===== src/sacl_pkg.sv =====
// Shared types and fixed field widths of the set-associative cache lookup.
package sacl_pkg;

    localparam int ADDR_W    = 32;
    localparam int WAY_OUT_W = 2;
    localparam int CNT_W     = 32;

    typedef logic [ADDR_W-1:0]    t_addr;
    typedef logic [WAY_OUT_W-1:0] t_way_out;
    typedef logic [CNT_W-1:0]     t_count;

    typedef struct packed {
        logic hit;
        logic evicted;
    } t_lookup_flags;

endpackage


===== src/sacl_way_sel.sv =====
// Tag compare, fill/victim choice and LRU rank update for one set.
module sacl_way_sel import sacl_pkg::*; #(
    parameter int WAYS  = 4,
    parameter int TAG_W = 21,
    localparam int WAY_W = (WAYS > 1) ? $clog2(WAYS) : 1,
    localparam int AGE_W = WAY_W
) (
    input  logic [WAYS-1:0]             i_valid,
    input  logic [WAYS-1:0][AGE_W-1:0]  i_age,
    input  logic [WAYS-1:0][TAG_W-1:0]  i_tag_row,
    input  logic [TAG_W-1:0]            i_tag,
    output t_lookup_flags               o_flags,
    output logic [WAY_W-1:0]            o_way,
    output logic [WAYS-1:0]             o_valid_next,
    output logic [WAYS-1:0][AGE_W-1:0]  o_age_next
);

    localparam int OLD_W = AGE_W + 1;

    logic             hit;
    logic             has_free;
    logic [WAY_W-1:0] hit_way;
    logic [WAY_W-1:0] free_way;
    logic [WAY_W-1:0] victim_way;
    logic [WAY_W-1:0] way;
    logic [OLD_W-1:0] old_rank;

    // lowest way wins on every search
    always_comb begin
        hit        = 1'b0;
        has_free   = 1'b0;
        hit_way    = '0;
        free_way   = '0;
        victim_way = '0;
        for (int w = WAYS - 1; w >= 0; w--) begin
            if (i_valid[w] && (i_tag_row[w] == i_tag)) begin
                hit     = 1'b1;
                hit_way = WAY_W'(w);
            end
            if (!i_valid[w]) begin
                has_free = 1'b1;
                free_way = WAY_W'(w);
            end
            // a full set holds ranks 0..WAYS-1, so the oldest is the top rank
            if (i_age[w] == AGE_W'(WAYS - 1)) begin
                victim_way = WAY_W'(w);
            end
        end
    end

    assign way = hit ? hit_way : (has_free ? free_way : victim_way);
    assign old_rank = i_valid[way] ? {1'b0, i_age[way]} : OLD_W'(WAYS);

    always_comb begin
        o_valid_next = i_valid;
        o_valid_next[way] = 1'b1;
        for (int w = 0; w < WAYS; w++) begin
            if (WAY_W'(w) == way) begin
                o_age_next[w] = '0;
            end else if (i_valid[w] && ({1'b0, i_age[w]} < old_rank)) begin
                o_age_next[w] = i_age[w] + AGE_W'(1);
            end else begin
                o_age_next[w] = i_age[w];
            end
        end
    end

    assign o_way           = way;
    assign o_flags.hit     = hit;
    assign o_flags.evicted = !hit && !has_free;

endmodule


===== config.mk =====
export PLATFORM = sky130hd
export DESIGN_NAME = sacl_way_sel
export DESIGN_NICKNAME = d
export VERILOG_FILES = /design/src/sacl_pkg.sv /design/src/sacl_way_sel.sv
export SDC_FILE = /design/constraint.sdc
export NUM_CORES = 1
export LEC_CHECK = 0
export ABC_AREA = 1
export CAP_MARGIN = 20
export CORE_MARGIN = 2
export CORE_UTILIZATION = 30
export DETAILED_ROUTE_END_ITERATION = 10
export DONT_BUFFER_PORTS = 1
export REMOVE_ABC_BUFFERS = 1
export SLEW_MARGIN = 20
export SYNTH_ARGS = -nofsm -noshare
export SYNTH_HDL_FRONTEND = slang
export SYNTH_SLANG_ARGS = --single-unit

===== constraint.sdc =====
create_clock -name vclk -period 4.2
set_input_delay 0 -clock vclk [all_inputs]
set_output_delay 0 -clock vclk [all_outputs]
set_load 0.01 [all_outputs]

==> impl_results.md <==
- Minimum clock period: 2.595 ns
- CP top delay family: simple AND/OR/NAND/NOR gates
- Antenna-violating nets left: 0
- # fillers: 1149
- Count of port buffers added during placement: 0
- Post-synth top cells: 321 x nand2_1, 104 x inv_1, 103 x nor2_1
- Slew HR: 71.55%
- Max Slew Vio Count: 0
- WL/cell: 13.58 um
- Peak Freq: 0.3853 GHz
- Flip-flop and latch count: 0
- Slew at the pin closest to its max-slew limit: 0.4268 ns
- Sequential Area: 0 um2
- GPL Wtd Cong: 1.004
- # clk buffers: 0
- Post-Syn Instances: 664
- Setup Fix Bufs, Post-CTS: 0
- Post-DP HPWL: 9666 um
- Min-delay src: i_age[6]
- Critical Path Slowest Stage Cell: o221ai_1
- Synthesis-to-layout area growth: 5.067%
- Initial DRC count: 257
- Worst setup path end: o_age_next[4]
- # nets final: 789
- Vias in the first global route: 3388
- Hold Crit Class: in2out
- Overflow left after global routing: 0
- Critical-path maximum fanout: 9
- Multi-input gate area: 2405 um2
- RSZ-0062 raised after global routing: false
- Synth top area share: 41.71%
- Critical path cell sequence: inv_2 -> nand2_1 -> nand2_1 -> nor2_1 -> nand2_1 -> nor2_1 -> nand3_1 -> nand2_1 -> nand2_2 -> nand2_4 -> nand2_4 -> nor2_1 -> inv_1 -> o221ai_1 -> ha_1 -> inv_1 -> nor2_2 -> nand2_1 -> nand3_2 -> a21oi_2
- Worst endpoint required time: 4.20 ns
- Via count: 3698
- Most used cell along the critical path: nand2_1
- Yosys cell types: 29
- Pin count of the biggest net entering global routing: 12
- Post-CTS sizing: 0
- Leakage: 0.002021 uW
- Core footprint: 9284 um2
- Routed WL: 10740 um
- Buf+Inv Stages, Crit Path: 3
- Final hold violation count: 0
- Register area share after synthesis: 0%
- Vias per Instance: 4.675
- Most common cell in the netlist: nand2_1
- Initial antenna violation count: 0
- Max Cap Violations: 0
- Starting Density: 31.12%
- CP Launch Point: i_tag[5]
- # hold bufs at CTS: 0
- Setup TNS: 0 ns
- Post-Synthesis Cell Area: 2889 um2
- Die height: 102.1 um
- Final core occ: 32.70%
- Synth area leaders: nand2_1 42%, inv_1 14%, nor2_1 13%
- Critical path depth in cells: 20
- PwrDens: 97.15 nW/um2
- Period utilization: 61.80%
- Die W: 102.1 um
- Arrival @ worst endpoint: 2.60 ns
- Ant diodes: 0
- Die ar.: 10430 um2
- Setup CP Type: in2out
- Site Rows: 35
- Critical Path End Type: primary output
- Final setup vio count: 0
- I/O Pins: 133
- Iteration count of the initial detailed-routing pass: 5
- Synth area leader: nand2_1
- Crit path launch type: input pin
- DRC Markers: 0
- Maximum VDD drop: 0.03127 mV
- Syn avg cell area: 4.351 um2
- Gr usage total: 20.11%
- Status: complete, no violations
- Global-route wire length before repair: 16580 um
- Synth Warn #: 0
- Layout cells sized above 1: 8.761%
- Largest stage delay, worst path: 0.38 ns
## layout by cell type, fill, tap and decap left out, drive strengths merged, types with 2 or more instances in the layout
cell      n
or2       2
xnor2     2
nand3    21
nor2    117
nand3b    6
nand2   333
inv     125
a21oi    11
o21ai    10
ha        8
nor3      4
nand4    16
## report_power, final
part / switching, uW / internal (uW)
clock network: 0 / 0
logic: 192 / 103
registers: 0 / 0
## per-layer routing
layer / up-vias / share of wire, % / GRT usage [%]
met5: - / 0 / 0
met4: 0 / 2.9 / 4.513
met3: 19 / 12 / 4.378
met2: 160 / 43 / 32.39
met1: 1536 / 43 / 27.54
li1: 1983 / - / -
## metrics by stage
stage                     instance area [um2]  total power [uW]  setup WS (ns)  hold WS [ns]  instances
after floorplan                          2874             237.6          1.922        0.1175        662
after global placement                   3035             291.4          1.607        0.1241        791
after detailed placement                 3035             291.5          1.609        0.1251        791
after CTS                                3035             293.0          1.611        0.1253        791
after global routing                     3035             340.7          1.198        0.1372        791
final                                    3035             294.9          1.605        0.1236        791
## cells by family after synthesis
group,Yosys count,share of synthesized area [%]
xor gates and xnor gates,3,0.9097
adders and majority gates,8,3.465
buffers and inverters,127,16.76
and+or+nand+nor,500,73.50
AOI/OAI and AO/OA,26,5.371
## how the worst min path moves through the flow
stage                    endpoint  slack (ns)  cells after the start
global placement    o_age_next[4]        0.12                      2
detailed placement  o_age_next[6]        0.13                      2
finish              o_age_next[6]        0.12                      2
floorplan           o_age_next[2]        0.12                      2
global route        o_age_next[2]        0.14                      2
CTS                 o_age_next[6]        0.13                      2
## layout make-up
cell class | count | share of cell area, %
multi-input combinational | 537 | 79.23
inverter | 125 | 15.46
tap | 129 | 5.317
Note: power is estimated with default switching activity, not from simulation.
