`config.mk`:
```
export PLATFORM = sky130hd
export DESIGN_NAME = sacl_index
export DESIGN_NICKNAME = d
export VERILOG_FILES = /design/src/sacl_pkg.sv /design/src/sacl_index.sv
export SDC_FILE = /design/constraint.sdc
export NUM_CORES = 1
export LEC_CHECK = 0
export ABC_CLOCK_PERIOD_IN_PS = 800
export BUFFER_PORTS_ARGS = -buffer_cell sky130_fd_sc_hd__buf_2
export CORE_MARGIN = 2
export CORE_UTILIZATION = 34
export CTS_CLUSTER_SIZE = 10
export DETAILED_ROUTE_END_ITERATION = 7
export GPL_TIMING_DRIVEN = 1
export PLACE_DENSITY = 0.71
export REMOVE_ABC_BUFFERS = 1
export SLEW_MARGIN = 20
export SYNTH_ARGS = -nofsm -noshare
export SYNTH_HDL_FRONTEND = slang
export SYNTH_SLANG_ARGS = --single-unit
```
`constraint.sdc`:
```
create_clock -name i_clk -period 0.8 [get_ports i_clk]
set_input_delay 0.08 -clock i_clk [delete_from_list [all_inputs] [get_ports i_clk]]
set_output_delay 0.08 -clock i_clk [all_outputs]
set_load 0.1 [all_outputs]
```
`src/sacl_pkg.sv`:
```
// Shared types and fixed field widths of the set-associative cache lookup.
package sacl_pkg;

    localparam int ADDR_W    = 32;
    localparam int WAY_OUT_W = 2;
    localparam int CNT_W     = 32;

    typedef logic [ADDR_W-1:0]    t_addr;
    typedef logic [WAY_OUT_W-1:0] t_way_out;
    typedef logic [CNT_W-1:0]     t_count;

    typedef struct packed {
        logic hit;
        logic evicted;
    } t_lookup_flags;

endpackage

```
`src/sacl_index.sv`:
```
// Address split stage: line number, tag by reciprocal multiply, set index remainder.
module sacl_index import sacl_pkg::*; #(
    parameter int SETS       = 64,
    parameter int LINE_BYTES = 32,
    parameter int ADDRESS_BITS = 32,
    localparam int ADDR_EFF = (ADDRESS_BITS < ADDR_W) ? ADDRESS_BITS : ADDR_W,
    localparam int OFF_W    = $clog2(LINE_BYTES + 1) - 1,
    localparam int LINE_W   = ADDR_EFF - OFF_W,
    localparam int SET_FL   = $clog2(SETS + 1) - 1,
    localparam int TAG_W    = LINE_W - SET_FL,
    localparam int SET_W    = (SETS > 1) ? $clog2(SETS) : 1
) (
    input  logic             i_clk,
    input  logic             i_load,
    input  t_addr            i_addr,
    output logic [SET_W-1:0] o_set,
    output logic [TAG_W-1:0] o_tag
);

    // floor(line / SETS) == (line * RECIP) >> SHIFT for every line below 2^LINE_W
    localparam int RL     = $clog2(SETS);
    localparam int SHIFT  = LINE_W + RL;
    localparam int MUL_W  = LINE_W + 1;
    localparam int PROD_W = LINE_W + MUL_W;
    localparam logic [63:0] RECIP_FULL =
        ((64'd1 << SHIFT) + 64'(SETS) - 64'd1) / 64'(SETS);
    localparam logic [MUL_W-1:0] RECIP = MUL_W'(RECIP_FULL);

    logic [LINE_W-1:0] line;
    logic [PROD_W-1:0] prod;
    logic [LINE_W-1:0] r_line;
    logic [TAG_W-1:0]  r_q;
    logic [LINE_W-1:0] q_ext;
    logic [LINE_W-1:0] rem;

    assign line = i_addr[ADDR_EFF-1:OFF_W];
    assign prod = PROD_W'(line) * PROD_W'(RECIP);

    always_ff @(posedge i_clk) begin
        if (i_load) begin
            r_line <= line;
            r_q    <= prod[SHIFT +: TAG_W];
        end
    end

    assign q_ext = LINE_W'(r_q);
    assign rem   = r_line - q_ext * LINE_W'(SETS);
    assign o_set = rem[SET_W-1:0];
    assign o_tag = r_q;

endmodule

```
==> results of run 1 <==
timing repair:
item / CTS / global route
hold endpoints to repair: 27 / 0
hold buffers: 27 / 0
endpoints found under the setup margin: 27 / 27
cloned: 0 / 0
registers in the layout, summed over array words and instances, names as in the netlist:
register / cells
o_tag: 21
r_line: 6
Yosys cell counts (all sizes together):
master / number
edfxtp: 27
per-stage QoR:
stage | setup slack (ns) | total power, uW | hold slack (ns) | TNS, ns | area (um2)
global route | -0.300 | 3910 | 0.149 | -7.19 | 1870
finish | -0.241 | 3790 | 0.165 | -5.98 | 1870
global placement | 0.137 | 3140 | 0.257 | 0 | 1570
detailed placement | 0.113 | 3160 | 0.258 | 0 | 1570
CTS | -0.255 | 3810 | 0.163 | -6.20 | 1870
floorplan | -0.184 | 2540 | 0.179 | -4.97 | 811
logic make-up (layout without fill, tap and decap cells):
kind of cell / Yosys count / after routing / synth area share, %
buffers and inverters: 0 / 88 / 0
DFF: 27 / 27 / 100
final timing paths:
path / startpoint / slack [ns] / end / depth (start not counted)
worst max-delay path: o_tag[8] / -0.24 / o_tag[8] / 1
worst min-delay path: i_load / 0.16 / r_line[2] / 2
cell type report:
type | instances | area (um2) | share of cell area [%]
Tap cell | 28 | 35.0 | 1.88
Clock inverter | 1 | 7.51 | 0.402
Sequential cell | 27 | 811 | 43.4
Timing Repair Buffer | 84 | 991 | 53.1
Clock buffer | 3 | 22.5 | 1.21
routing by layer:
metal	up-vias	global-route usage, %
met1	277	16.3
met5	-	0
li1	284	-
met2	32	35.4
met4	0	2.56
met3	2	6.57
where the power goes:
part           switching, uW  internal (uW)  total [uW]
Clock                    373            190         563
Combinational            902            552        1450
Sequential              89.7           1690        1780
==> results.sh, run 1 <==
export IMPL_routed_wl_um=2080
export IMPL_peakVddDrop_v=0.00165
export IMPL_p_leak_uw=0.000774
export IMPL_yosys_area_top_type="edfxtp_1"
export IMPL_cts_tree="done"
export IMPL_finalHoldViolCount=0
export IMPL_die_x_um=52.8
export IMPL_syn_inst=27
export IMPL_fill_cells=101
export IMPL_syn_to_final_growth_pct=130
export IMPL_synth_cell_type_count=1
export IMPL_drcViolationCount=0
export IMPL_synthesis_area_um2=811
export IMPL_clk_pin_slew_ns=0.14
export IMPL_cap_violations=0
export IMPL_crit_required_ns=0.72
export IMPL_yosys_warnings=0
export IMPL_globalRouteTotalUtil_pct=17.4
export IMPL_cts_resized=0
export IMPL_violations="setup timing"
export IMPL_start_util_pct=36.3
export IMPL_h_tree_depth=1
export IMPL_antenna_cells=0
export IMPL_worst_path_buf_inv=1
export IMPL_max_stage_delay_ns=0.46
export IMPL_ant_nets=0
export IMPL_clockBufferDepth=2
export IMPL_setup_viol=27
export IMPL_gp_congestion=0.606
export IMPL_met2WireLength_um=1270
export IMPL_final_layout_size_suffix_gt1_share_pct=53.0
export IMPL_crit_path_end_kind="output port"
export IMPL_grt_pass1_wl_um=3260
export IMPL_num_rows=17
export IMPL_multi_input_gates=0
export IMPL_path_class="reg -> out"
export IMPL_max_slew_margin_rel_pct=90.6
export IMPL_cts_buffers=3
export IMPL_avgSynthCellArea_um2=30.0
export IMPL_fmax_ghz=0.960
export IMPL_netlist_top_cells_area="edfxtp_1 (100%)"
export IMPL_grt_pass1_vias=670
export IMPL_grt_max_degree=17
export IMPL_highest_layer="met4"
export IMPL_io_pins=61
export IMPL_multi_input_area_um2=0
export IMPL_first_iter_violations=5
export IMPL_outcome="finished, violations left"
export IMPL_cp_top_family="flip-flops"
export IMPL_post_layout_nonfiller_instances=143
export IMPL_cts_sinks=27
export IMPL_final_cell_mix="buf_12 (29), buf_2 (28), dlygate4sd3_1 (27), edfxtp_1 (27), clkbuf_4 (3)"
export IMPL_via_per_inst=4.16
export IMPL_wl_met1_um=602
export IMPL_grt_overflow=0
export IMPL_core_um2=2230
export IMPL_met3_length_um=204
export IMPL_layout_nets=150
export IMPL_layout_commonest_cell="buf_12"
export IMPL_power_per_cell_area_nw_per_um2=2030
export IMPL_post_route_util_pct=83.6
export IMPL_netlist_area_leader_share_pct=100
export IMPL_worst_slack_ns=-0.241
export IMPL_hp_class="in -> reg"
export IMPL_crit_path_max_fanout=1
export IMPL_port_buffers=55
export IMPL_antenna_found_initial=0
export IMPL_yosysSeqAreaShare_pct=100
export IMPL_ys_seq_elements=27
export IMPL_drv_slew=0
export IMPL_root_buffer="clkbuf_4"
export IMPL_cp_data_arrival_time_ns=0.96
export IMPL_drt_pass1_iterations=2
export IMPL_start_kind="flip-flop"
export IMPL_vias=595
export IMPL_worst_slew_pin_slew_ns=0.140
export IMPL_die_h_um=52.8
export IMPL_period_needed_ns=1.04
export IMPL_dp_cells=112
export IMPL_path_cells="buf_12"
export IMPL_finalCritPeriodShare_pct=130
export IMPL_die_area_um2=2790
export IMPL_slowest_stage="edfxtp_1"
export IMPL_rsz0062_at_grt="true"
export IMPL_cts_setup_buffers=0
export IMPL_post_drt_wl_per_cell_um=14.5
No activity file was read; power rests on OpenSTA's default activity.
==> run 2: changes to the inputs <==
--- a/config.mk
+++ b/config.mk
@@ -5,14 +5,14 @@
 export SDC_FILE = /design/constraint.sdc
 export NUM_CORES = 1
 export LEC_CHECK = 0
-export ABC_CLOCK_PERIOD_IN_PS = 800
+export ABC_CLOCK_PERIOD_IN_PS = 1000
 export BUFFER_PORTS_ARGS = -buffer_cell sky130_fd_sc_hd__buf_2
 export CORE_MARGIN = 2
-export CORE_UTILIZATION = 34
+export CORE_UTILIZATION = 38
 export CTS_CLUSTER_SIZE = 10
 export DETAILED_ROUTE_END_ITERATION = 7
 export GPL_TIMING_DRIVEN = 1
-export PLACE_DENSITY = 0.71
+export PLACE_DENSITY = 0.75
 export REMOVE_ABC_BUFFERS = 1
 export SLEW_MARGIN = 20
 export SYNTH_ARGS = -nofsm -noshare
==> constraint.sdc (replaced) <==
create_clock -name i_clk -period 1 [get_ports i_clk]
set_input_delay 0.1 -clock i_clk [delete_from_list [all_inputs] [get_ports i_clk]]
set_output_delay 0.1 -clock i_clk [all_outputs]
set_load 0.1 [all_outputs]
==> results.sh, run 2 (same netlist as run 1, synthesis figures left out) <==
export IMPL_final_layout_size_suffix_gt1_share_pct=52.6
export IMPL_p_total_uw=3090
export IMPL_num_rows=16
export IMPL_path_class="reg -> out"
export IMPL_grt_pass1_wl_um=4480
export IMPL_peakVddDrop_v=0.00143
export IMPL_fmax_ghz=0.910
export IMPL_cts_tree="done"
export IMPL_finalHoldViolCount=0
export IMPL_rsz0062_at_grt="true"
export IMPL_core_um2=1980
export IMPL_die_area_um2=2520
export IMPL_multi_input_gates=0
export IMPL_cts_setup_buffers=0
export IMPL_vias=646
export IMPL_slowest_stage="edfxtp_1"
export IMPL_path_cells="buf_12"
export IMPL_die_x_um=50.2
export IMPL_drt_pass1_iterations=4
export IMPL_crit_path_end_kind="output port"
export IMPL_multi_input_area_um2=0
export IMPL_crit_required_ns=0.90
export IMPL_worst_slack_ns=-0.0992
export IMPL_h_tree_depth=1
export IMPL_cp_top_family="flip-flops"
export IMPL_p_leak_uw=0.000768
export IMPL_largest_reg_flops=21
export IMPL_cts_buffers=3
export IMPL_power_per_cell_area_nw_per_um2=1670
export IMPL_start_util_pct=40.9
export IMPL_gp_congestion=0.614
export IMPL_syn_to_final_growth_pct=127
export IMPL_max_stage_delay_ns=0.47
export IMPL_cp_data_arrival_time_ns=1.00
export IMPL_post_route_util_pct=93.0
export IMPL_antenna_cells=0
export IMPL_first_iter_violations=7
export IMPL_wl_met1_um=1100
export IMPL_met3_length_um=162
export IMPL_root_buffer="clkbuf_4"
export IMPL_crit_path_max_fanout=1
export IMPL_worst_path_buf_inv=1
export IMPL_max_slew_margin_rel_pct=89.8
export IMPL_cts_resized=0
export IMPL_die_h_um=50.2
export IMPL_grt_overflow=0
export IMPL_grt_max_degree=28
export IMPL_antenna_found_initial=0
export IMPL_violations="setup timing"
export IMPL_hold_worst_slack_ns=0.216
export IMPL_via_per_inst=4.58
export IMPL_hp_class="in -> reg"
export IMPL_final_cell_mix="buf_2 (28), buf_12 (28), dlygate4sd3_1 (27), edfxtp_1 (27), clkbuf_4 (3)"
export IMPL_drv_slew=0
export IMPL_outcome="finished, violations left"
export IMPL_period_needed_ns=1.10
export IMPL_dp_cells=110
export IMPL_io_pins=61
export IMPL_post_layout_nonfiller_instances=141
export IMPL_clockBufferDepth=2
export IMPL_routed_wl_um=3090
export IMPL_layout_nets=149
export IMPL_start_kind="flip-flop"
export IMPL_worst_slew_pin_slew_ns=0.153
export IMPL_setup_viol=27
export IMPL_fin_setup_tns_ns=-1.99
export IMPL_globalRouteTotalUtil_pct=26.7
export IMPL_post_drt_wl_per_cell_um=21.9
export IMPL_drcViolationCount=0
export IMPL_ant_nets=0
export IMPL_met2WireLength_um=1800
export IMPL_grt_pass1_vias=748
export IMPL_cts_sinks=27
export IMPL_cap_violations=0
export IMPL_highest_layer="met4"
export IMPL_port_buffers=55
export IMPL_clk_pin_slew_ns=0.15
export IMPL_finalCritPeriodShare_pct=110
-- run 2: through the flow --
step / worst slack [ns] / instance area [um2]
finish: -0.0992 / 1840
global route: -0.140 / 1840
CTS: -0.0770 / 1840
detailed placement: 0.295 / 1550
global placement: 0.311 / 1550
floorplan: -0.00402 / 811
-- run 2: path summary, 6_finish.rpt --
path,start,end,slack [ns],cells after the start
worst min-delay path,i_load,o_tag[2],0.22,2
worst max-delay path,o_tag[8],o_tag[8],-0.1,1
-- run 2: repair_timing --
item,CTS,global route
hold buffers,27,0
hold endpoints to repair,27,0
endpoints found under the setup margin,27,27
-- run 2: cell type report --
type / instances / area [um2]
fillers: 50 / 139
well taps: 27 / 33.8
repair buffers: 83 / 971
flip-flops and latches: 27 / 811
clock inverters: 1 / 5.00
clock buffers: 3 / 22.5
-- run 2: power breakdown --
group	leakage (uW)	internal, uW	total (uW)	switching, uW
Clock	0.0000177	150	482	332
Sequential	0.000264	1350	1430	80.8
Combinational	0.000486	434	1170	740
-- run 2: metal layers --
layer  vias to the layer above  global-route usage, %
met2                        35                   50.9
met3                         4                   5.65
met4                         0                   9.72
li1                        282                      -
met5                         -                      0
met1                       325                   28.5
==> run 3: changes to the inputs <==
--- a/config.mk
+++ b/config.mk
@@ -5,14 +5,14 @@
 export SDC_FILE = /design/constraint.sdc
 export NUM_CORES = 1
 export LEC_CHECK = 0
-export ABC_CLOCK_PERIOD_IN_PS = 1000
+export ABC_CLOCK_PERIOD_IN_PS = 900
 export BUFFER_PORTS_ARGS = -buffer_cell sky130_fd_sc_hd__buf_2
 export CORE_MARGIN = 2
-export CORE_UTILIZATION = 38
+export CORE_UTILIZATION = 34
 export CTS_CLUSTER_SIZE = 10
 export DETAILED_ROUTE_END_ITERATION = 7
 export GPL_TIMING_DRIVEN = 1
-export PLACE_DENSITY = 0.75
+export PLACE_DENSITY = 0.71
 export REMOVE_ABC_BUFFERS = 1
 export SLEW_MARGIN = 20
 export SYNTH_ARGS = -nofsm -noshare
==> constraint.sdc (replaced) <==
create_clock -name i_clk -period 0.9 [get_ports i_clk]
set_input_delay 0.18 -clock i_clk [delete_from_list [all_inputs] [get_ports i_clk]]
set_output_delay 0.18 -clock i_clk [all_outputs]
set_load 0.1 [all_outputs]
==> results.sh, run 3 (same netlist as run 1, synthesis figures left out) <==
export IMPL_drcViolationCount=0
export IMPL_multi_input_gates=0
export IMPL_p_total_uw=3260
export IMPL_cts_resized=0
export IMPL_power_per_cell_area_nw_per_um2=2040
export IMPL_cts_setup_buffers=0
export IMPL_drv_slew=0
export IMPL_min_from="i_addr[7]"
export IMPL_antenna_found_initial=0
export IMPL_first_iter_violations=2
export IMPL_period_needed_ns=1.14
export IMPL_cp_data_arrival_time_ns=0.96
export IMPL_crit_required_ns=0.72
export IMPL_clockBufferDepth=2
export IMPL_rsz0062_at_grt="true"
export IMPL_worst_slew_pin_slew_ns=0.140
export IMPL_cts_tree="done"
export IMPL_die_area_um2=2790
export IMPL_p_leak_uw=0.000661
export IMPL_layout_nets=123
export IMPL_antenna_cells=0
export IMPL_syn_to_final_growth_pct=96.9
export IMPL_die_x_um=52.8
export IMPL_multi_input_area_um2=0
export IMPL_path_class="reg -> out"
export IMPL_start_util_pct=36.3
export IMPL_gp_congestion=0.606
export IMPL_outcome="finished, violations left"
export IMPL_post_layout_nonfiller_instances=116
export IMPL_slowest_stage="edfxtp_1"
export IMPL_max_stage_delay_ns=0.45
export IMPL_fmax_ghz=0.878
export IMPL_worst_slack_ns=-0.239
export IMPL_cts_sinks=27
export IMPL_violations="setup timing"
export IMPL_fill_cells=148
export IMPL_cp_top_family="flip-flops"
export IMPL_die_h_um=52.8
export IMPL_post_drt_wl_per_cell_um=12.1
export IMPL_vias=478
export IMPL_routed_wl_um=1400
export IMPL_final_layout_size_suffix_gt1_share_pct=69.3
export IMPL_whs_endpoint="r_line[2]"
export IMPL_hold_worst_slack_ns=0.0316
export IMPL_crit_path_end_kind="output port"
export IMPL_finalCritPeriodShare_pct=127
export IMPL_grt_overflow=0
export IMPL_num_rows=17
export IMPL_setup_viol=27
export IMPL_peakVddDrop_v=0.00134
export IMPL_cts_buffers=3
export IMPL_grt_pass1_vias=505
export IMPL_drt_pass1_iterations=2
export IMPL_fin_setup_tns_ns=-5.79
export IMPL_met1_usage_pct=10.8
export IMPL_path_cells="buf_12"
export IMPL_min_delay_path_depth=1
export IMPL_hp_class="in -> reg"
export IMPL_h_tree_depth=1
export IMPL_core_um2=2230
export IMPL_via_per_inst=4.12
export IMPL_cap_violations=0
export IMPL_io_pins=61
export IMPL_finalHoldViolCount=0
export IMPL_dp_worst_setup_slack_ns=0.113
export IMPL_met2_usage_pct=21.0
export IMPL_port_buffers=55
export IMPL_worst_path_buf_inv=1
export IMPL_final_cell_mix="buf_12 (29), buf_2 (28), edfxtp_1 (27), clkbuf_4 (3), clkinvlp_4 (1)"
export IMPL_grt_max_degree=17
export IMPL_dp_cells=112
export IMPL_grt_busiest_layer="met2"
export IMPL_root_buffer="clkbuf_4"
export IMPL_largest_reg_flops=21
export IMPL_max_slew_margin_rel_pct=90.7
export IMPL_start_kind="flip-flop"
export IMPL_grt_pass1_wl_um=2210
export IMPL_hold_buffers=0
export IMPL_ant_nets=0
export IMPL_grtUsageMet3_pct=7.43
export IMPL_clk_pin_slew_ns=0.14
export IMPL_crit_path_max_fanout=1
export IMPL_layout_commonest_cell="buf_12"
export IMPL_globalRouteTotalUtil_pct=11.6
==> run 3: changes by cell type in the layout (fill, tap and decap cells not counted) <==
cell | before | now
buf_12 | 28 | 29
dlygate4sd3_1 | 27 | 0
clkinv_2 | 1 | 0
clkinvlp_4 | 0 | 1
==> run 3: final cells by class <==
class	instances	area, um2	share of cell area [%]
Sequential cell	27	811	50.8
Clock inverter	1	7.51	0.470
Timing Repair Buffer	57	721	45.1
Tap cell	28	35.0	2.19
Clock buffer	3	22.5	1.41
==> run 3: metal layers <==
metal | routed length (um) | vias to the layer above
met2 | 776 | 32
met4 | 12 | 0
met1 | 377 | 213
met3 | 234 | 2
met5 | 0 | -
li1 | - | 231
==> run 3: worst max path at each step <==
| stage | end | depth (start not counted) | startpoint | slack (ns) |
|---|---|---|---|---|
| 2_1_floorplan | o_set[0] | 0 | r_line[0] | -0.18 |
| 3_3_place_gp | o_tag[4] | 2 | i_load | 0.14 |
| 3_5_place_dp | o_tag[17] | 1 | o_tag[17] | 0.11 |
| 4_1_cts | o_tag[17] | 1 | o_tag[17] | -0.25 |
| 5_1_grt | o_tag[17] | 1 | o_tag[17] | -0.27 |
| 6_report | o_tag[17] | 1 | o_tag[17] | -0.24 |
==> run 3: power breakdown <==
group          internal, uW  leakage (uW)  switching, uW
clock                   169     0.0000139            321
combinational           414      0.000383            779
sequential             1500      0.000264           77.5
==> run 3: metrics by stage <==
stage | cell area, um2 | utilization (%)
2_1_floorplan | 811 | -
3_3_place_gp | 1570 | 70.1
3_5_place_dp | 1570 | 70.1
4_1_cts | 1600 | 71.5
5_1_grt | 1600 | 71.5
6_report | 1600 | 71.5
