`src/sacl_ram.sv`:
```
// Generic simple dual-port RAM with registered read.
module sacl_ram #(
    parameter int WIDTH = 8,
    parameter int DEPTH = 16,
    localparam int AW = (DEPTH > 1) ? $clog2(DEPTH) : 1
) (
    input  logic             i_clk,
    input  logic             i_we,
    input  logic [AW-1:0]    i_waddr,
    input  logic [WIDTH-1:0] i_wdata,
    input  logic             i_re,
    input  logic [AW-1:0]    i_raddr,
    output logic [WIDTH-1:0] o_rdata
);

    logic [WIDTH-1:0] r_mem [DEPTH];
    logic [WIDTH-1:0] r_rdata;

    always_ff @(posedge i_clk) begin
        if (i_we) begin
            r_mem[i_waddr] <= i_wdata;
        end
        if (i_re) begin
            r_rdata <= r_mem[i_raddr];
        end
    end

    assign o_rdata = r_rdata;

endmodule

```
`config.mk`:
```
export PLATFORM = sky130hd
export DESIGN_NAME = sacl_ram
export DESIGN_NICKNAME = d
export VERILOG_FILES = /design/src/sacl_ram.sv
export SDC_FILE = /design/constraint.sdc
export NUM_CORES = 1
export LEC_CHECK = 0
export BUFFER_PORTS_ARGS = -buffer_cell sky130_fd_sc_hd__buf_2
export CORE_ASPECT_RATIO = 0.75
export CORE_MARGIN = 2
export CORE_UTILIZATION = 53
export DETAILED_ROUTE_END_ITERATION = 10
export PLACE_DENSITY = 0.71
export SYNTH_ARGS = -nofsm -noshare
export SYNTH_HDL_FRONTEND = slang
export SYNTH_SLANG_ARGS = --single-unit
```
`constraint.sdc`:
```
create_clock -name i_clk -period 1.9 [get_ports i_clk]
set_input_delay 0.095 -clock i_clk [delete_from_list [all_inputs] [get_ports i_clk]]
set_output_delay 0.095 -clock i_clk [all_outputs]
set_load 0.01 [all_outputs]
```
==> key figures, run 1 <==
Yosys
  – Mapped Area: 5230 sq um
  – Synth top area cells: edfxtp_1 (78%), mux4_2 (7.8%), mux4_1 (7.0%), a22oi_1 (2.3%), nor2_1 (0.93%)
  – Yosys top cell by area: edfxtp_1
  – Multiplexer share of the synthesized area: 14.8%
  – Yosys top cell area share: 78.1%
  – Post-Syn Area per Cell: 22.8 sq um
  – Syn Inst Count: 229
  – Compound-Gate Fraction of Synth Area: under 10%
  – Post-synthesis simple-gate area fraction: between 3 and 4%
  – Post-synthesis xor/xnor area fraction: 0%
  – Sequential fraction of the synthesis area: 78.1%
  – Net count after synthesis: between 200 and 250
  – Synth Area in Adders: 0%
  – Synth unique cells: 18
  – Synth warnings: 0
  – Main combinational cell family by area after synthesis: multiplexers
  – Seq cells post-synth: 136

Critical path
  – CP Class: reg2reg
  – Required time worst endpoint: 2.05 ns
  – Type of destination of the critical path: flop
  – Buf+Inv Stages, Crit Path: 0
  – R2R Setup Slk: 0.30 ns
  – CP max stage delay: 0.50 ns
  – Setup crit start kind: flop
  – Cell family with most CP delay: multiplexers
  – CP Data Arrival Time: 1.75 ns
  – Slowest-stage cell, CP: mux4_1
  – Worst Path Max Fanout: 1
  – CP Cell Sequence: mux4_1 > a22oi_1 > nand2_1

Clock tree
  – Root Buffer: clkbuf_16
  – Later-pin clock latency in the skew report: 0.41 ns
  – # hold bufs at CTS: 0
  – Clk sink count: 136
  – CTS tree: done
  – # Post-CTS Setup Buffers: 0
  – Clock slew at reported path FFs: 0.06 ns
  – Num CTS Buffers: 17
  – Post-CTS Resized: 0
  – Deepest level of the CTS H-tree: 4
  – Maximum clock path buffer count: 2

STA
  – RSZ-0062 raised after global routing: no
  – Final setup violating endpoints: 0
  – Fin worst setup slack: approximately 0.3 ns
  – Hold Violations, Final: 0
  – Slew margin rel.: a little under 70%
  – Fin crit share: 84.2%
  – Crit path time final: about 1.6 ns
  – Total Neg Setup Slack: 0 ns
  – Actual transition at the worst max-transition pin: 0.482 ns
  – Max Slew Vio Count: 0
  – Peak Freq: 625 MHz
  – Post-route clock skew: 0.00785 ns

Final layout
  – Most frequent cells in the layout: edfxtp_1 (136), buf_4 (27), buf_2 (26)
  – Fill cells: 658
  – Commonest non-fill, non-tap cell in the layout: edfxtp_1
  – Diode count: 0
  – Reg area: 4080 sq um
  – Nets: 312
  – Fin cells: approximately 440
  – Layout cells sized above 1: 32.0%
  – Area Overhead vs Synth: 18.6%
  – Area of the multi-input gates: between 1000 and 1500 sq um

Power
  – Pleak: 0.00212 uW
  – Tot Pwr: roughly 6600 uW
  – Power per cell area: 1070 nW/um^2
  – Peak supply drop: 867 uV

GRT
  – Antenna violations before repair: 0
  – Gr ovfl total: 0
  – Wire length of the first global-routing pass: 15.5 mm
  – Number of global-route vias before repair: 2,521
  – Global Route Usage Sum: 20.9%
  – Largest net degree at the start of global routing: 22

Floorplan
  – Ports: 27
  – Die height: 90.0 um
  – DIE AREA: around 11,000 sq um
  – # rows: 31
  – Core box area: just under 10,000 sq um
  – Initial Util: a little over half
  – Die width: 119 um

Min path
  – Hold WC Path Type: in2reg

Drt
  – First-pass DRT Iterations: 6
  – Vias/cell: 5.88
  – Post-DRT Antenna Nets: 0
  – Drt total wl: 10.1 mm
  – DR DRC count: 0
  – Starting DRT DRC Count: 328
  – Routed WL per cell: 23.1 um
  – Detailed-route via count: 2,576

Place
  – Post-detail-place hpwl: 6.50 mm
  – Routability cong.: roughly 0.78
  – Dpl cells: just over 400
  – Pre-CTS setup slack: around 0.12 ns
  – IO buf count: 26

Flow run
  – Max_cap viols: 0

Outcome
  – Status: complete, no violations
[final timing paths]
check | end | start | depth (start not counted)
worst max register to register | o_rdata[2]$_DFFE_PP_ | r_mem[9][2]$_DFFE_PP_ | 3
worst min register to register | o_rdata[0]$_DFFE_PP_ | r_mem[4][0]$_DFFE_PP_ | 3
worst min-delay path | r_mem[13][1]$_DFFE_PP_ | i_wdata[1] | 1
worst max-delay path | o_rdata[2]$_DFFE_PP_ | r_mem[9][2]$_DFFE_PP_ | 3
[worst register-to-register path, cell delays in order (launching register included)]
cell	delay (ns)
edfxtp_1	0.36
mux4_1	0.50
a22oi_1	0.39
nand2_1	0.08
[power by group]
| group | switching [uW] | internal (uW) | total [uW] |
|---|---|---|---|
| Combinational | 188 | 141 | 328 |
| Sequential | 18.3 | 3380 | 3400 |
| Clock | 1120 | 1750 | 2880 |
| Total | 1330 | 5280 | 6610 |
[layer usage]
layer	GRT usage, %	share of wire, %	vias up
met1	33.2	48	1359
met4	6.65	0.96	0
met5	0	0	-
met3	7.17	7.6	11
met2	27.1	44	97
li1	-	-	1109
[synthesized netlist by cell type]
| cell | instances |
|---|---|
| a22oi_1 | 16 |
| and2_1 | 1 |
| nor2b_1 | 1 |
| mux4_1 | 14 |
| edfxtp_1 | 136 |
| nor2_1 | 13 |
| mux4_2 | 18 |
| buf_6 | 3 |
| clkdlybuf4s25_2 | 3 |
| nand3b_1 | 2 |
| buf_2 | 3 |
| buf_4 | 1 |
| or3b_2 | 1 |
| nand3_1 | 1 |
| nand2b_1 | 2 |
| nor3_1 | 4 |
| and2b_1 | 1 |
| nand2_1 | 9 |
[sequential cells by signal, summed over array words and instances, names as in the netlist]
signal	count
o_rdata	8
r_mem	128
[area by class of cell]
cell class              instances  area share, %
clock buffers                  19           6.98
clock inverters                13           1.41
multi-input cells              83           17.1
flip-flops and latches        136           65.9
well taps                     132           2.66
repair buffers                 55           6.01
[per-stage QoR]
| stage | hold slack (ns) | utilization (%) | cell area [sq um] |
|---|---|---|---|
| floorplan | 0.194 | - | 5230 |
| global placement | 0.473 | 59.0 | 5680 |
| detailed placement | 0.487 | 59.0 | 5680 |
| CTS | 0.0514 | 64.5 | 6200 |
| global route | 0.0576 | 64.5 | 6200 |
| finish | 0.0526 | 64.5 | 6200 |
[cell families (layout without fill, tap and decap cells)]
kind of cell	after synthesis	count (layout)
muxes	32	32
and+or+nand+nor	35	35
buffers and inverters	10	87
DFF	136	136
AOI/OAI and AO/OA	16	16
No activity file was read; power rests on OpenSTA's default activity.
==> run 2: changes to the inputs <==
--- a/config.mk
+++ b/config.mk
@@ -5,12 +5,13 @@
 export SDC_FILE = /design/constraint.sdc
 export NUM_CORES = 1
 export LEC_CHECK = 0
+export ABC_AREA = 1
 export BUFFER_PORTS_ARGS = -buffer_cell sky130_fd_sc_hd__buf_2
 export CORE_ASPECT_RATIO = 0.75
 export CORE_MARGIN = 2
 export CORE_UTILIZATION = 53
 export DETAILED_ROUTE_END_ITERATION = 10
-export PLACE_DENSITY = 0.71
+export PLACE_DENSITY = 0.73
 export SYNTH_ARGS = -nofsm -noshare
 export SYNTH_HDL_FRONTEND = slang
 export SYNTH_SLANG_ARGS = --single-unit
==> constraint.sdc (replaced) <==
create_clock -name i_clk -period 1.4 [get_ports i_clk]
set_input_delay 0.07 -clock i_clk [delete_from_list [all_inputs] [get_ports i_clk]]
set_output_delay 0.07 -clock i_clk [all_outputs]
set_load 0.01 [all_outputs]
==> key figures, run 2 <==
Outcome
  – Status: complete, no violations

Clock tree
  – Num CTS Buffers: 17 (unchanged)
  – Post-CTS Resized: 0 (unchanged)
  – # hold bufs at CTS: 0 (unchanged)
  – Clock slew at reported path FFs: 0.06 ns (about the same)
  – CTS tree: done
  – Later-pin clock latency in the skew report: 0.42 ns (about the same)
  – Maximum clock path buffer count: 2 (unchanged)
  – Root Buffer: clkbuf_16
  – Deepest level of the CTS H-tree: 4 (unchanged)
  – # Post-CTS Setup Buffers: 0 (unchanged)
  – Clk sink count: 136 (unchanged)

Yosys
  – Seq cells post-synth: 136 (unchanged)
  – Yosys top cell by area: edfxtp_1
  – Synth top area cells: edfxtp_1 (70%), nand2_1 (11%), nand3_1 (8.3%), inv_1 (6.4%), buf_6 (1.2%)
  – Top-count cell post-synth: nand2_1
  – Net count after synthesis: 570 (+130%)
  – Sequential fraction of the synthesis area: 69.8% (-8.3 points)
  – Synth unique cells: 11 (-7)
  – Post-synth EDFFs: 136 (unchanged)
  – Async S/R FF share, synth: 0% (unchanged)
  – Yosys top cell area share: 69.8% (-8.3 points)
  – Ys flop type: edfxtp_1
  – Synth warnings: 0 (unchanged)
  – Post-Syn Area per Cell: 10.6 sq um (-54%)
  – Mapped Area: 5850 sq um (+12%)
  – Most frequent cells after synthesis: nand2_1 (173), edfxtp_1 (136), inv_1 (100)
  – Syn Inst Count: 551 (+140%)

Drt
  – DR DRC count: 0 (unchanged)
  – Post-DRT Antenna Nets: 0 (unchanged)
  – Routed WL per cell: 17.4 um (-25%)
  – First-pass DRT Iterations: 6 (unchanged)
  – Vias/cell: 5.24 (-11%)
  – Detailed-route via count: 3,916 (+52%)
  – Starting DRT DRC Count: 664 (+100%)
  – Drt total wl: 13.1 mm (+29%)

Final layout
  – Commonest non-fill, non-tap cell in the layout: nand2_1
  – Most frequent cells in the layout: nand2_1 (173), edfxtp_1 (136), inv_1 (100)
  – Area Overhead vs Synth: 16.1%
  – Diode count: 0 (unchanged)
  – Util after Layout: 62.5% (-1.9 points)
  – Nets: 614 (+97%)
  – Area of the multi-input gates: 1210 sq um (+15%)
  – Reg area: 4080 sq um (unchanged)
  – Layout cells sized above 1: 12.7% (-19 points)
  – Max FFs per register: 128 (unchanged)
  – Most flop-heavy register: r_mem
  – Fill cells: 857 (+30%)

GRT
  – Global Route Usage Sum: 23.6% (+2.8 points)
  – Number of global-route vias before repair: 3,611 (+43%)
  – Antenna violations before repair: 0 (unchanged)
  – Largest net degree at the start of global routing: 49 (+120%)
  – Gr ovfl total: 0 (unchanged)
  – Wire length of the first global-routing pass: 20.4 mm (+31%)

STA
  – RSZ-0062 raised after global routing: no
  – Post-route clock skew: 0.00852 ns (+0.000670 ns)
  – Max Slew Vio Count: 0 (unchanged)
  – Final setup violating endpoints: 0 (unchanged)
  – Peak Freq: 821 MHz (+31%)
  – Total Neg Setup Slack: 0 ns (unchanged)
  – Actual transition at the worst max-transition pin: 0.626 ns (+0.144 ns)
  – Slew margin rel.: 58.2% (-9.5 points)
  – Crit path time final: 1.22 ns (-0.383 ns)
  – Fin crit share: 86.9% (+2.7 points)
  – Hold Violations, Final: 0 (unchanged)

Critical path
  – Cell family with most CP delay: simple AND/OR/NAND/NOR gates
  – CP Data Arrival Time: 1.39 ns (-0.36 ns)
  – Slowest-stage cell, CP: edfxtp_1
  – Type of destination of the critical path: flop
  – Worst Path Max Fanout: 1 (unchanged)
  – CP Class: reg2reg
  – Most frequent CP cell: nand3_1
  – CP max stage delay: 0.35 ns (-0.15 ns)
  – Setup crit start kind: flop
  – CP Cell Sequence: inv_1 > nand2_1 > nand3_1 > nand3_1 > nand3_1 > nand2_1
  – Required time worst endpoint: 1.57 ns (-0.48 ns)
  – Buf+Inv Stages, Crit Path: 1 (+1)

Place
  – Post-detail-place hpwl: 7.92 mm (+22%)
  – Routability cong.: 0.868 (+11%)
  – IO buf count: 26 (unchanged)

Power
  – Power per cell area: 1430 nW/um^2 (+34%)
  – Pleak: 0.00296 uW (+39%)
  – Peak supply drop: 1150 uV (+32%)

Floorplan
  – Ports: 27 (unchanged)
  – Die height: 95.0 um (+5.5%)
  – Core box area: 10,900 sq um (+13%)
  – Die width: 125 um (+5.6%)
  – Initial Util: 53.8% (-0.50 points)
  – # rows: 33 (+6.5%)
  – DIE AREA: 11,900 sq um (+11%)

Flow run
  – Max_cap viols: 0 (unchanged)

Min path
  – Hold WC Path Type: in2reg
[run 2: cell count changes after synthesis, moves of 4 or more]
cell     change
inv_1      +100
nand3_1     +96
mux4_1      -14
nand2_1    +164
buf_2       +10
nor2_1       +4
nor3_1       -4
mux4_2      -18
a22oi_1     -16
[run 2: layer usage]
metal	routed length (um)	up-vias	GRT usage, %	part of all wire, %
met5	0	-	0	0
met4	133	0	8.33	1.0
met3	1270	14	5.38	9.7
met2	5560	199	33.3	43
met1	6090	1835	36.3	47
li1	-	1868	-	-
[run 2: worst paths after layout]
| check | start | to | slack (ns) | cells after the start |
|---|---|---|---|---|
| hold reg to reg | r_mem[4][7]$_DFFE_PP_ | o_rdata[7]$_DFFE_PP_ | 0.77 | 6 |
| setup reg to reg | r_mem[11][5]$_DFFE_PP_ | o_rdata[5]$_DFFE_PP_ | 0.18 | 6 |
| hold / removal | i_re | o_rdata[1]$_DFFE_PP_ | 0.01 | 1 |
| setup / recovery | r_mem[11][5]$_DFFE_PP_ | o_rdata[5]$_DFFE_PP_ | 0.18 | 6 |
[run 2: area by class of cell]
type / instances / area share [%]
Clock buffer: 20 / 6.43
Clock inverter: 12 / 2.30
Inverter: 102 / 5.64
Multi-Input combinational cell: 289 / 17.9
Sequential cell: 136 / 60.2
Tap cell: 140 / 2.58
Timing Repair Buffer: 49 / 5.01
[run 2: power by group]
part           switching (uW)  total [uW]  internal [uW]
Clock                    1590        4530           2940
Combinational             405         574            170
Sequential               26.2        4620           4590
[run 2: cells by family (layout without fill, tap and decap cells)]
family | after synthesis | after routing | synth area share, %
AND/OR/NAND/NOR | 289 | 289 | 20.8
buffers and inverters | 126 | 183 | 9.39
flip-flops | 136 | 136 | 69.8
[run 2: per-stage QoR]
| step | area [sq um] | cells | total power (uW) | setup WS, ns | hold WS [ns] |
|---|---|---|---|---|---|
| 2_1_floorplan | 5850 | 551 | 5020 | 0.379 | 0.169 |
| 3_5_place_dp | 6200 | 716 | 5270 | 0.0725 | 0.439 |
| 4_1_cts | 6790 | 748 | 9740 | 0.197 | 0.00505 |
| 6_report | 6790 | 748 | 9720 | 0.183 | 0.0122 |
| 5_1_grt | 6790 | 748 | 9960 | 0.118 | 0.0163 |
| 3_3_place_gp | 6200 | 716 | 5250 | 0.111 | 0.435 |
==> run 3: changes to the inputs <==
--- a/config.mk
+++ b/config.mk
@@ -5,7 +5,6 @@
 export SDC_FILE = /design/constraint.sdc
 export NUM_CORES = 1
 export LEC_CHECK = 0
-export ABC_AREA = 1
 export BUFFER_PORTS_ARGS = -buffer_cell sky130_fd_sc_hd__buf_2
 export CORE_ASPECT_RATIO = 0.75
 export CORE_MARGIN = 2
==> key figures, run 3 (same netlist as run 1, synthesis figures left out) <==
GRT
  – Largest net degree at the start of global routing: 18 (-63%)
  – Wire length of the first global-routing pass: 15.5 mm (-24%)
  – Number of global-route vias before repair: 2,664 (-26%)
  – Antenna violations before repair: 0 (unchanged)
  – Gr ovfl total: 0 (unchanged)
  – Global Route Usage Sum: 20.6% (-3.1 points)

Final layout
  – Fin cells: 437 (-42%)
  – Most frequent cells in the layout: edfxtp_1 (136), mux4_2 (30), buf_2 (26)
  – Most flop-heavy register: r_mem
  – Area Overhead vs Synth: 19.5%
  – Nets: 311 (-49%)
  – Reg area: 4080 sq um (unchanged)
  – Commonest non-fill, non-tap cell in the layout: edfxtp_1
  – Diode count: 0 (unchanged)
  – Max FFs per register: 128 (unchanged)
  – Fill cells: 690 (-19%)
  – Layout cells sized above 1: 40.3% (+28 points)
  – Area of the multi-input gates: 1070 sq um (-12%)

Floorplan
  – Ports: 27 (unchanged)
  – Core box area: 9620 sq um (-11%)
  – Initial Util: 54.3% (+0.50 points)
  – # rows: 31 (-6.1%)
  – DIE AREA: 10,700 sq um (-10%)
  – Die width: 119 um (-5.3%)
  – Die height: 90.0 um (-5.2%)

Critical path
  – Setup crit start kind: flop
  – CP Data Arrival Time: 1.57 ns (+0.18 ns)
  – Worst setup path start: r_mem[11][6]$_DFFE_PP_
  – Worst Reg2Reg Path Length in Cells: 3 (-3)
  – CP Cell Sequence: mux4_2 > a22oi_1 > nand2_1
  – Slowest-stage cell, CP: mux4_2
  – Worst path depth: 3 (-3)
  – Required time worst endpoint: 1.56 ns (about the same)
  – Cell family with most CP delay: multiplexers
  – Worst Path Max Fanout: 1 (unchanged)
  – Type of destination of the critical path: flop
  – Buf+Inv Stages, Crit Path: 0 (-1)
  – RR Startpoint: r_mem[11][6]$_DFFE_PP_
  – CP max stage delay: 0.48 ns (+0.13 ns)
  – CP Class: reg2reg

Place
  – Dpl cells: 405 (-43%)
  – IO buf count: 26 (unchanged)
  – Pre-CTS setup slack: -0.175 ns (-0.248 ns)
  – Post-detail-place hpwl: 6.39 mm (-19%)
  – Routability cong.: 0.767 (-12%)

STA
  – Post-route clock skew: 0.0113 ns (+0.00276 ns)
  – Crit path time final: 1.42 ns (+0.200 ns)
  – Total Neg Setup Slack: -0.0171 ns (-0.0171 ns)
  – Fin crit share: 101% (+14 points)
  – Worst hold slack: 0.0244 ns (+0.0122 ns)
  – Slew margin rel.: 39.7% (-18 points)
  – Fin worst setup slack: -0.0171 ns (-0.200 ns)
  – Peak Freq: 706 MHz (-14%)
  – Hold Violations, Final: 0 (unchanged)
  – RSZ-0062 raised after global routing: yes
  – Actual transition at the worst max-transition pin: 0.901 ns (+0.274 ns)
  – Final setup violating endpoints: 1 (+1)
  – Max Slew Vio Count: 0 (unchanged)

Clock tree
  – Clock slew at reported path FFs: 0.05 ns (about the same)
  – # Post-CTS Setup Buffers: 0 (unchanged)
  – Root Buffer: clkbuf_16
  – Later-pin clock latency in the skew report: 0.42 ns (about the same)
  – Clk sink count: 136 (unchanged)
  – Maximum clock path buffer count: 2 (unchanged)
  – CTS tree: done
  – Deepest level of the CTS H-tree: 4 (unchanged)
  – # hold bufs at CTS: 0 (unchanged)
  – Num CTS Buffers: 17 (unchanged)

Drt
  – First-pass DRT Iterations: 4 (-2)
  – Vias/cell: 5.70 (+8.8%)
  – Detailed-route via count: 2,489 (-36%)
  – Post-DRT Antenna Nets: 0 (unchanged)
  – Drt total wl: 10.0 mm (-23%)
  – DR DRC count: 0 (unchanged)
  – Routed WL per cell: 22.9 um (+31%)
  – Starting DRT DRC Count: 190 (-71%)

Outcome
  – Failing checks: negative setup slack
  – Status: finished, violations left

Min path
  – Hold WC Path Type: in2reg
  – Hold depth: 1 (unchanged)
  – Worst hold start: i_re

Flow run
  – Max_cap viols: 0 (unchanged)

Power
  – Power per cell area: 1470 nW/um^2 (+2.9%)
  – Peak supply drop: 1200 uV (+4.3%)
  – Pleak: 0.00209 uW (-29%)
  – Tot Pwr: 9190 uW (-5.4%)
## run 3: cell type report
class | count | share of cell area (%)
sequential | 136 | 65.4
multi-input combinational | 83 | 17.2
clock buffer | 20 | 6.99
timing repair buffer | 54 | 6.05
tap | 132 | 2.64
clock inverter | 12 | 1.74
## run 3: worst paths after layout
check	endpoint	slack (ns)
setup / recovery	o_rdata[6]$_DFFE_PP_	-0.02
hold / removal	o_rdata[2]$_DFFE_PP_	0.02
setup reg to reg	o_rdata[6]$_DFFE_PP_	-0.02
hold reg to reg	o_rdata[2]$_DFFE_PP_	0.75
## run 3: per-stage QoR
stage          utilization [%]  instance area (sq um)
4_1_cts                   65.1                   6260
2_1_floorplan                -                   5230
5_1_grt                   64.9                   6240
3_3_place_gp              59.1                   5690
6_report                  64.9                   6240
3_5_place_dp              59.1                   5690
## run 3: metal layers
layer	wire (um)	GRT usage [%]	part of all wire, %
met1	4430	30.0	44
met2	4670	30.1	47
met3	836	6.28	8.4
met4	75	6.85	0.75
met5	0	0	0
## run 3: worst reg2reg max path: cells and delay by family (launching register included)
kind             cells  cell delay, ns
AND/OR/NAND/NOR      1            0.09
multiplexers         1            0.48
AO/OA/AOI/OAI        1            0.22
flip-flops           1            0.37
## run 3: where the power goes
group | total [uW] | internal, uW | switching [uW]
Clock | 4100 | 2570 | 1530
Combinational | 469 | 211 | 259
Sequential | 4620 | 4590 | 30.2
Total | 9190 | 7380 | 1820
## run 3: repair_timing
item	in CTS	in global routing
resized for setup	14	9
endpoints found under the setup margin	8	8
pin swaps	5	7
endpoints found under the hold margin	0	0
